===== src/sv/mcdn_pkg.sv =====
// shared constants for the distinct-neighbor min cost block
// no dependencies
`default_nettype none

package mcdn_pkg;

    localparam int SUM_W = 32;
    localparam logic [SUM_W-1:0] SUM_CEIL = {SUM_W{1'b1}};

    localparam int CFG_W = 4;
    localparam logic [CFG_W-1:0] CFG_RESET = 4'd3;
    localparam logic [CFG_W-1:0] MIN_CHOICES = 4'd2;

    localparam int DEF_MAX_CHOICES = 8;
    localparam int DEF_COST_WIDTH  = 16;

endpackage

`default_nettype wire


===== src/sv/mcdn_min2.sv =====
// two-smallest search over the stored path costs, gives each lane its best other cost
// depends on mcdn_pkg
`default_nettype none

module mcdn_min2 #(
    parameter int MAX_CHOICES = mcdn_pkg::DEF_MAX_CHOICES
) (
    input  wire logic [MAX_CHOICES-1:0]                        i_active,
    input  wire logic [MAX_CHOICES-1:0][mcdn_pkg::SUM_W-1:0]   i_cost,
    output logic      [MAX_CHOICES-1:0][mcdn_pkg::SUM_W-1:0]   o_other
);

    localparam int NP2   = 1 << $clog2(MAX_CHOICES);
    localparam int IDX_W = $clog2(NP2);

    logic [NP2-1:0][mcdn_pkg::SUM_W-1:0] w_leaf;
    logic [mcdn_pkg::SUM_W-1:0]          w_best;
    logic [mcdn_pkg::SUM_W-1:0]          w_second;
    logic [IDX_W-1:0]                    w_idx;

    // inactive and padding entries read as the ceiling
    for (genvar g = 0; g < NP2; g++) begin : g_leaf
        if (g < MAX_CHOICES) begin : g_real
            assign w_leaf[g] = i_active[g] ? i_cost[g] : mcdn_pkg::SUM_CEIL;
        end else begin : g_pad
            assign w_leaf[g] = mcdn_pkg::SUM_CEIL;
        end
    end

    always_comb begin
        logic [NP2-1:0][mcdn_pkg::SUM_W-1:0] best;
        logic [NP2-1:0][mcdn_pkg::SUM_W-1:0] second;
        logic [NP2-1:0][IDX_W-1:0]           idx;
        best = w_leaf;
        for (int i = 0; i < NP2; i++) begin
            second[i] = mcdn_pkg::SUM_CEIL;
            idx[i]    = IDX_W'(i);
        end
        // lower index wins ties
        for (int s = 1; s < NP2; s = s * 2) begin
            for (int i = 0; i < NP2; i = i + 2 * s) begin
                if (best[i+s] < best[i]) begin
                    second[i] = (best[i] < second[i+s]) ? best[i] : second[i+s];
                    best[i]   = best[i+s];
                    idx[i]    = idx[i+s];
                end else begin
                    second[i] = (second[i] < best[i+s]) ? second[i] : best[i+s];
                end
            end
        end
        w_best   = best[0];
        w_second = second[0];
        w_idx    = idx[0];
    end

    for (genvar c = 0; c < MAX_CHOICES; c++) begin : g_other
        assign o_other[c] = (w_idx == IDX_W'(c)) ? w_second : w_best;
    end

endmodule

`default_nettype wire


===== src/sv/mcdn_lane.sv =====
// one choice lane: own cost plus best other path cost, saturated at the ceiling
// depends on mcdn_pkg
`default_nettype none

module mcdn_lane #(
    parameter int COST_WIDTH = mcdn_pkg::DEF_COST_WIDTH
) (
    input  wire logic                         i_active,
    input  wire logic [COST_WIDTH-1:0]        i_own,
    input  wire logic [mcdn_pkg::SUM_W-1:0]   i_other,
    output logic      [mcdn_pkg::SUM_W-1:0]   o_store,
    output logic      [mcdn_pkg::SUM_W-1:0]   o_cand,
    output logic                              o_sat
);

    logic [mcdn_pkg::SUM_W:0]   w_sum;
    logic [mcdn_pkg::SUM_W-1:0] w_fresh;

    assign w_sum   = (mcdn_pkg::SUM_W+1)'(i_own) + {1'b0, i_other};
    assign w_fresh = w_sum[mcdn_pkg::SUM_W] ? mcdn_pkg::SUM_CEIL : w_sum[mcdn_pkg::SUM_W-1:0];

    assign o_sat   = i_active & w_sum[mcdn_pkg::SUM_W];
    assign o_store = i_active ? w_fresh : '0;
    assign o_cand  = i_active ? w_fresh : mcdn_pkg::SUM_CEIL;

endmodule

`default_nettype wire


===== src/sv/mcdn_merge.sv =====
// end-of-row stage: holds lane results, takes their minimum, output register
// depends on mcdn_pkg
`default_nettype none

module mcdn_merge #(
    parameter int MAX_CHOICES = mcdn_pkg::DEF_MAX_CHOICES
) (
    input  wire logic                                          i_clk,
    input  wire logic                                          i_rst_n,
    input  wire logic                                          i_load,
    input  wire logic [MAX_CHOICES-1:0][mcdn_pkg::SUM_W-1:0]   i_cand,
    input  wire logic                                          i_sat,
    output logic                                               o_ready,
    output logic                                               o_valid,
    input  wire logic                                          i_out_ready,
    output logic      [mcdn_pkg::SUM_W-1:0]                    o_min,
    output logic                                               o_sat
);

    localparam int NP2 = 1 << $clog2(MAX_CHOICES);

    logic                                          r_s1_valid;
    logic [MAX_CHOICES-1:0][mcdn_pkg::SUM_W-1:0]   r_s1_cand;
    logic                                          r_s1_sat;
    logic                                          r_out_valid;
    logic [mcdn_pkg::SUM_W-1:0]                    r_out_min;
    logic                                          r_out_sat;

    logic                                          w_out_free;
    logic [NP2-1:0][mcdn_pkg::SUM_W-1:0]           w_leaf;
    logic [mcdn_pkg::SUM_W-1:0]                    n_min;

    assign w_out_free = ~r_out_valid | i_out_ready;
    assign o_ready    = ~r_s1_valid | w_out_free;

    for (genvar g = 0; g < NP2; g++) begin : g_leaf
        if (g < MAX_CHOICES) begin : g_real
            assign w_leaf[g] = r_s1_cand[g];
        end else begin : g_pad
            assign w_leaf[g] = mcdn_pkg::SUM_CEIL;
        end
    end

    always_comb begin
        logic [NP2-1:0][mcdn_pkg::SUM_W-1:0] m;
        m = w_leaf;
        for (int s = 1; s < NP2; s = s * 2) begin
            for (int i = 0; i < NP2; i = i + 2 * s) begin
                if (m[i+s] < m[i]) begin
                    m[i] = m[i+s];
                end
            end
        end
        n_min = m[0];
    end

    always_ff @(posedge i_clk) begin
        if (!i_rst_n) begin
            r_s1_valid  <= 1'b0;
            r_out_valid <= 1'b0;
        end else begin
            if (o_ready) begin
                r_s1_valid <= i_load;
            end
            if (w_out_free) begin
                r_out_valid <= r_s1_valid;
            end
        end
    end

    always_ff @(posedge i_clk) begin
        if (i_load) begin
            r_s1_cand <= i_cand;
            r_s1_sat  <= i_sat;
        end
        if (w_out_free && r_s1_valid) begin
            r_out_min <= n_min;
            r_out_sat <= r_s1_sat;
        end
    end

    assign o_valid = r_out_valid;
    assign o_min   = r_out_min;
    assign o_sat   = r_out_sat;

endmodule

`default_nettype wire


===== src/sv/min_cost_distinct_neighbor_dp.sv =====
// Minimum-cost row colouring with no two equal neighboring choices. Each request on the
// input stream is one position of a row carrying one cost per choice; the block takes one
// request every clock unless the output path stalls it. The stored path costs feed a
// two-smallest search and the per-choice lane adders, and the result is written back in
// the same cycle, so that loop sets the rate. On the request marked tlast the minimum total
// and the saturation flag pass through a two-register output path to the output stream;
// the store is cleared for the next row at the edge that accepts that request.
// depends on mcdn_pkg, mcdn_min2, mcdn_lane, mcdn_merge
`default_nettype none

module min_cost_distinct_neighbor_dp #(
    parameter int MAX_CHOICES = mcdn_pkg::DEF_MAX_CHOICES,
    parameter int COST_WIDTH  = mcdn_pkg::DEF_COST_WIDTH,
    localparam int IN_W = ((MAX_CHOICES * COST_WIDTH + 7) / 8) * 8
) (
    input  wire logic                          i_clk,
    input  wire logic                          i_rst_n,
    input  wire logic                          i_cfg_wr_en,
    input  wire logic [mcdn_pkg::CFG_W-1:0]    i_cfg_wr_data,   // color_count
    input  wire logic                          i_s_axis_tvalid,
    output logic                               o_s_axis_tready,
    input  wire logic [IN_W-1:0]               i_s_axis_tdata,  // cost_0, cost_1, ... upward
    input  wire logic                          i_s_axis_tlast,  // last_position
    output logic                               o_m_axis_tvalid,
    input  wire logic                          i_m_axis_tready,
    output logic      [mcdn_pkg::SUM_W-1:0]    o_m_axis_tdata,  // min_total
    output logic                               o_m_axis_tuser   // saturated
);

    logic [mcdn_pkg::CFG_W-1:0]                    r_color_count;
    logic [MAX_CHOICES-1:0][mcdn_pkg::SUM_W-1:0]   r_path;
    logic                                          r_ovf;

    logic [mcdn_pkg::CFG_W-1:0]                    w_k;
    logic [MAX_CHOICES-1:0]                        w_active;
    logic [MAX_CHOICES-1:0][mcdn_pkg::SUM_W-1:0]   w_other;
    logic [MAX_CHOICES-1:0][mcdn_pkg::SUM_W-1:0]   w_store;
    logic [MAX_CHOICES-1:0][mcdn_pkg::SUM_W-1:0]   w_cand;
    logic [MAX_CHOICES-1:0]                        w_sat;
    logic                                          w_accept;
    logic                                          n_ovf;

    always_comb begin
        if (r_color_count < mcdn_pkg::MIN_CHOICES) begin
            w_k = mcdn_pkg::MIN_CHOICES;
        end else if (r_color_count > mcdn_pkg::CFG_W'(MAX_CHOICES)) begin
            w_k = mcdn_pkg::CFG_W'(MAX_CHOICES);
        end else begin
            w_k = r_color_count;
        end
    end

    for (genvar c = 0; c < MAX_CHOICES; c++) begin : g_lane
        assign w_active[c] = w_k > mcdn_pkg::CFG_W'(c);

        mcdn_lane #(
            .COST_WIDTH (COST_WIDTH)
        ) u_lane (
            .i_active (w_active[c]),
            .i_own    (i_s_axis_tdata[c*COST_WIDTH +: COST_WIDTH]),
            .i_other  (w_other[c]),
            .o_store  (w_store[c]),
            .o_cand   (w_cand[c]),
            .o_sat    (w_sat[c])
        );
    end

    mcdn_min2 #(
        .MAX_CHOICES (MAX_CHOICES)
    ) u_min2 (
        .i_active (w_active),
        .i_cost   (r_path),
        .o_other  (w_other)
    );

    assign w_accept = i_s_axis_tvalid & o_s_axis_tready;
    assign n_ovf    = r_ovf | (|w_sat);

    mcdn_merge #(
        .MAX_CHOICES (MAX_CHOICES)
    ) u_merge (
        .i_clk       (i_clk),
        .i_rst_n     (i_rst_n),
        .i_load      (w_accept & i_s_axis_tlast),
        .i_cand      (w_cand),
        .i_sat       (n_ovf),
        .o_ready     (o_s_axis_tready),
        .o_valid     (o_m_axis_tvalid),
        .i_out_ready (i_m_axis_tready),
        .o_min       (o_m_axis_tdata),
        .o_sat       (o_m_axis_tuser)
    );

    always_ff @(posedge i_clk) begin
        if (!i_rst_n) begin
            r_color_count <= mcdn_pkg::CFG_RESET;
            r_path        <= '0;
            r_ovf         <= 1'b0;
        end else begin
            if (i_cfg_wr_en) begin
                r_color_count <= i_cfg_wr_data;
            end
            if (w_accept) begin
                if (i_s_axis_tlast) begin
                    r_path <= '0;
                    r_ovf  <= 1'b0;
                end else begin
                    r_path <= w_store;
                    r_ovf  <= n_ovf;
                end
            end
        end
    end

endmodule

`default_nettype wire


===== config.mk =====
export PLATFORM = sky130hd
export DESIGN_NAME = min_cost_distinct_neighbor_dp
export DESIGN_NICKNAME = d
export VERILOG_FILES = /design/src/sv/mcdn_pkg.sv /design/src/sv/mcdn_min2.sv /design/src/sv/mcdn_lane.sv /design/src/sv/mcdn_merge.sv /design/src/sv/min_cost_distinct_neighbor_dp.sv
export SDC_FILE = /design/constraint.sdc
export NUM_CORES = 2
export LEC_CHECK = 0
export BUFFER_PORTS_ARGS = -buffer_cell sky130_fd_sc_hd__buf_2
export CORE_MARGIN = 10
export CORE_UTILIZATION = 40
export DETAILED_ROUTE_END_ITERATION = 6
export HOLD_SLACK_MARGIN = 0.08
export SLEW_MARGIN = 30
export SYNTH_ARGS = -nofsm -noshare
export SYNTH_HDL_FRONTEND = slang
export SYNTH_SLANG_ARGS = --single-unit

===== constraint.sdc =====
create_clock -name i_clk -period 31.4 [get_ports i_clk]
set_input_delay 1.57 -clock i_clk [delete_from_list [all_inputs] [get_ports i_clk]]
set_output_delay 1.57 -clock i_clk [all_outputs]
set_load 0.02 [all_outputs]

==> flow_metrics.py <==
metrics = {
    "clock_tree": {
        "cts_hold_buf": 0,
        "post_cts_buffers": 0,
        "clockRootBuffer": "sky130_fd_sc_hd__clkbuf_16",
        "clock_tree.htree_level_count": 3,
        "tritoncts_num_sinks": 553,
        "max_buffers_root_to_sink": 3,
        "cts_tree": "done",
        "clk-insertion-delay-late_ps": 720,
        "number_of_buffers_created_by_cts": 75,
        "clock_slew_at_the_register_clock_pins_of_the_worst_setup_and_hold_paths_ps": 60,
        "cts-resized-gates": 0,
    },
    "sta": {
        "finClkSkew_ps": 53.3,
        "timing.final.setup_violations": 0,
        "max_slew_margin_pct": 22.3,
        "slew_viol_final": 0,
        "fmax_mhz": 46.5,
        "finalWorstPathRequiredPeriod_ps": 21480,
        "fin_hold_ws_ps": 448,
        "fin_crit_sh_pct": 68.4,
        "timing_worst_slew_pin_value_ps": 1130,
        "totalNegativeSetupSlack_ps": 0,
        "hold_viol": 0,
        "rsz0062_at_grt": "false",
    },
    "detailed_routing": {
        "routed.top_layer": "met5",
        "drc_errors": 2,
        "dr_total_vias": 60700,
        "route.final.wire_length_um": 313000,
        "drt_iter0_markers": 8449,
        "met3WireLength_um": 37200,
        "route.detailed.wl_per_inst_um": 32.8,
        "vias_per_cell": 6.36,
        "detailedRoute.firstPassIterationCount": 7,
        "route.layer.met1.wl_um": 134000,
        "ant_nets_after_route": 0,
        "met2_length_um": 125000,
    },
    "worst_setup_path": {
        "worst-r2r-setup-slack_ps": 9920,
        "worst_reg2reg_endpoint": "u_merge.r_s1_cand[222]",
        "category_of_the_critical_setup_timing_path": "reg -> reg",
        "timing.rr.start": "r_color_count[3]",
        "crit_slowest_cell": "sky130_fd_sc_hd__nor4_1",
        "cp_top_family": "compound AO/OA/AOI/OAI gates",
        "max_stage_delay_ps": 930,
        "cp-start-kind": "register",
        "critical_path_arrival_ps": 21870,
        "ff2ff_path_depth": 61,
        "worstPathBufferInverterCount": 10,
        "cp_data_required_time_ps": 31790,
        "crit_path_max_fanout": 62,
        "cp-end-kind": "register",
    },
    "cells_and_area": {
        "final_core_util_pct": 44.3,
        "final_common_cell": "sky130_fd_sc_hd__nand2_1",
        "layout_common_cells": "sky130_fd_sc_hd__nand2_1 (791), sky130_fd_sc_hd__ha_1 (735), sky130_fd_sc_hd__o21ai_0 (675), sky130_fd_sc_hd__nor2_1 (672), sky130_fd_sc_hd__a21oi_1 (601)",
        "drive_gt1_share_pct": 9.47,
        "finalNetCount": 8454,
        "area_growth_syn_to_layout_pct": 10.2,
        "filler_cell_count": 14800,
    },
    "logic_synthesis": {
        "syn_avg_cell_area_sq_um": 7.73,
        "synthesis.instances": 7574,
        "yosys_warnings": 0,
        "synth.lib_cells_used.distinct": 122,
        "synthFlopType": "sky130_fd_sc_hd__edfxtp_1",
        "synth.yosys.seq_area_share_pct": 23.9,
        "number_of_synthesized_flops_with_an_enable_pin": 290,
        "syn-num-nets": 8455,
        "async_s_r_ff_share_synth_pct": 0,
        "synthesis.area_sq_mm": 0.0585,
        "postSynthRegisterBits": 553,
    },
    "run_status": {
        "failed_checks": "design-rule violations",
        "status": "finished, violations left",
    },
    "die": {
        "floorplan.die.width_um": 402,
        "die-area_sq_mm": 0.162,
        "chipHeight_um": 402,
        "core_region_area_sq_mm": 0.146,
        "row_count": 140,
        "io_pins": 173,
        "start_util_pct": 40.2,
    },
    "min_path": {
        "hold_path.class": "reg -> reg",
        "worstHoldPathCells": 1,
        "worst_hold_startpoint": "r_path[117]",
        "hold_end": "r_path[117]",
    },
    "global_routing": {
        "globalRouteOverflowTotal": 0,
        "pin_count_of_the_biggest_net_entering_global_routing": 171,
        "gr-usage-all-layers_pct": 36.8,
        "grt_pass1_vias": 55000,
        "grt_first_pass_wirelength_um": 429000,
        "initial_antenna_violation_count": 32,
    },
    "placed_design": {
        "dp.final_hpwl_um": 258000,
        "place_congestion": 1.04,
        "numPortBuffers": 172,
    },
    "run": {
        "cap_violations": 0,
    },
}
==> cell type report <==
class	instances	area (sq um)	share of cell area [%]
Antenna cell	5	12.5	0.0194
Clock buffer	88	2010	3.11
Sequential cell	553	14000	21.7
Multi-Input combinational cell	6007	41000	63.6
Timing Repair Buffer	336	2140	3.33
Tap cell	1917	2400	3.72
Clock inverter	51	637	0.988
Inverter	600	2260	3.51
==> how the worst max path moves through the flow <==
stage                     cells past startpoint             start  slack (ps)                     end
final                                        61  r_color_count[3]        9920  u_merge.r_s1_cand[222]
after global routing                         61  r_color_count[3]        9240  u_merge.r_s1_cand[104]
after CTS                                    59  r_color_count[3]       10330  u_merge.r_s1_cand[104]
after detailed placement                     58  r_color_count[3]       10470  u_merge.r_s1_cand[196]
after global placement                       59  r_color_count[3]       10340  u_merge.r_s1_cand[104]
after floorplan                              76  r_color_count[3]       14730  u_merge.r_s1_cand[122]
==> stage by stage <==
| step | setup WS [ps] | instance area (sq um) | instances |
|---|---|---|---|
| 2_1_floorplan | 14730 | 58500 | 7574 |
| 3_3_place_gp | 10340 | 61600 | 9410 |
| 3_5_place_dp | 10470 | 61700 | 9412 |
| 4_1_cts | 10330 | 64400 | 9551 |
| 5_1_grt | 9240 | 64400 | 9552 |
| 6_report | 9920 | 64500 | 9557 |
==> cell families (layout without fill, tap and decap cells) <==
group | after synthesis | after routing | synth area share [%]
AOI/OAI and AO/OA | 2352 | 2352 | 25.4
xor gates and xnor gates | 166 | 166 | 2.48
adders and majority gates | 743 | 743 | 16.0
buffers and inverters | 1014 | 1075 | 6.86
DFF | 553 | 553 | 23.9
muxes | 333 | 333 | 5.90
other | 0 | 5 | 0
and+or+nand+nor | 2413 | 2413 | 19.5
==> per-layer routing <==
metal | GRT usage, % | vias up
met5 | 0 | -
met4 | 16.2 | 20
met3 | 10.8 | 597
met2 | 52.2 | 3501
met1 | 51.0 | 29300
li1 | - | 27400
==> cells in the mapped netlist, types with 27 or more instances <==
cell type	number	area [sq um]
sky130_fd_sc_hd__nand3_1	144	721
sky130_fd_sc_hd__mux2i_1	248	2480
sky130_fd_sc_hd__nand2b_1	116	726
sky130_fd_sc_hd__or3_1	91	569
sky130_fd_sc_hd__nor3_1	110	551
sky130_fd_sc_hd__xnor2_1	114	998
sky130_fd_sc_hd__ha_1	735	9200
sky130_fd_sc_hd__o211ai_1	71	533
sky130_fd_sc_hd__nor2b_1	115	719
sky130_fd_sc_hd__o22ai_1	60	375
sky130_fd_sc_hd__o21a_1	41	308
sky130_fd_sc_hd__edfxtp_1	290	8710
sky130_fd_sc_hd__dfxtp_1	263	5270
sky130_fd_sc_hd__clkbuf_1	294	1100
sky130_fd_sc_hd__a21boi_0	84	631
sky130_fd_sc_hd__nand2_1	794	2980
sky130_fd_sc_hd__a22oi_1	64	480
sky130_fd_sc_hd__inv_1	592	2220
sky130_fd_sc_hd__and3_1	30	188
sky130_fd_sc_hd__buf_2	57	285
sky130_fd_sc_hd__buf_1	40	150
sky130_fd_sc_hd__o21ai_1	30	150
sky130_fd_sc_hd__nor4_1	32	200
sky130_fd_sc_hd__a211oi_1	57	428
sky130_fd_sc_hd__mux2_2	73	822
sky130_fd_sc_hd__a31oi_1	54	338
sky130_fd_sc_hd__nand4_1	129	807
sky130_fd_sc_hd__and2_1	58	363
sky130_fd_sc_hd__a21oi_1	610	3050
sky130_fd_sc_hd__a22o_1	32	280
sky130_fd_sc_hd__o31a_1	52	455
sky130_fd_sc_hd__xor2_1	52	455
sky130_fd_sc_hd__nor2_1	684	2570
sky130_fd_sc_hd__a21o_1	194	1460
sky130_fd_sc_hd__o21ai_0	690	3450
sky130_fd_sc_hd__o31ai_1	27	203
==> state kept, by name, indices dropped and copies added (netlist names) <==
name and cells:
u_merge.r_s1_valid 1, u_merge.r_s1_cand 256, u_merge.o_min 32, r_path 256
r_color_count 4, u_merge.o_valid 1, r_ovf 1, u_merge.r_s1_sat 1
u_merge.o_sat 1
Power is not shown: default switching activity piles up to over one toggle a cycle in this logic, so the estimate is an artifact.
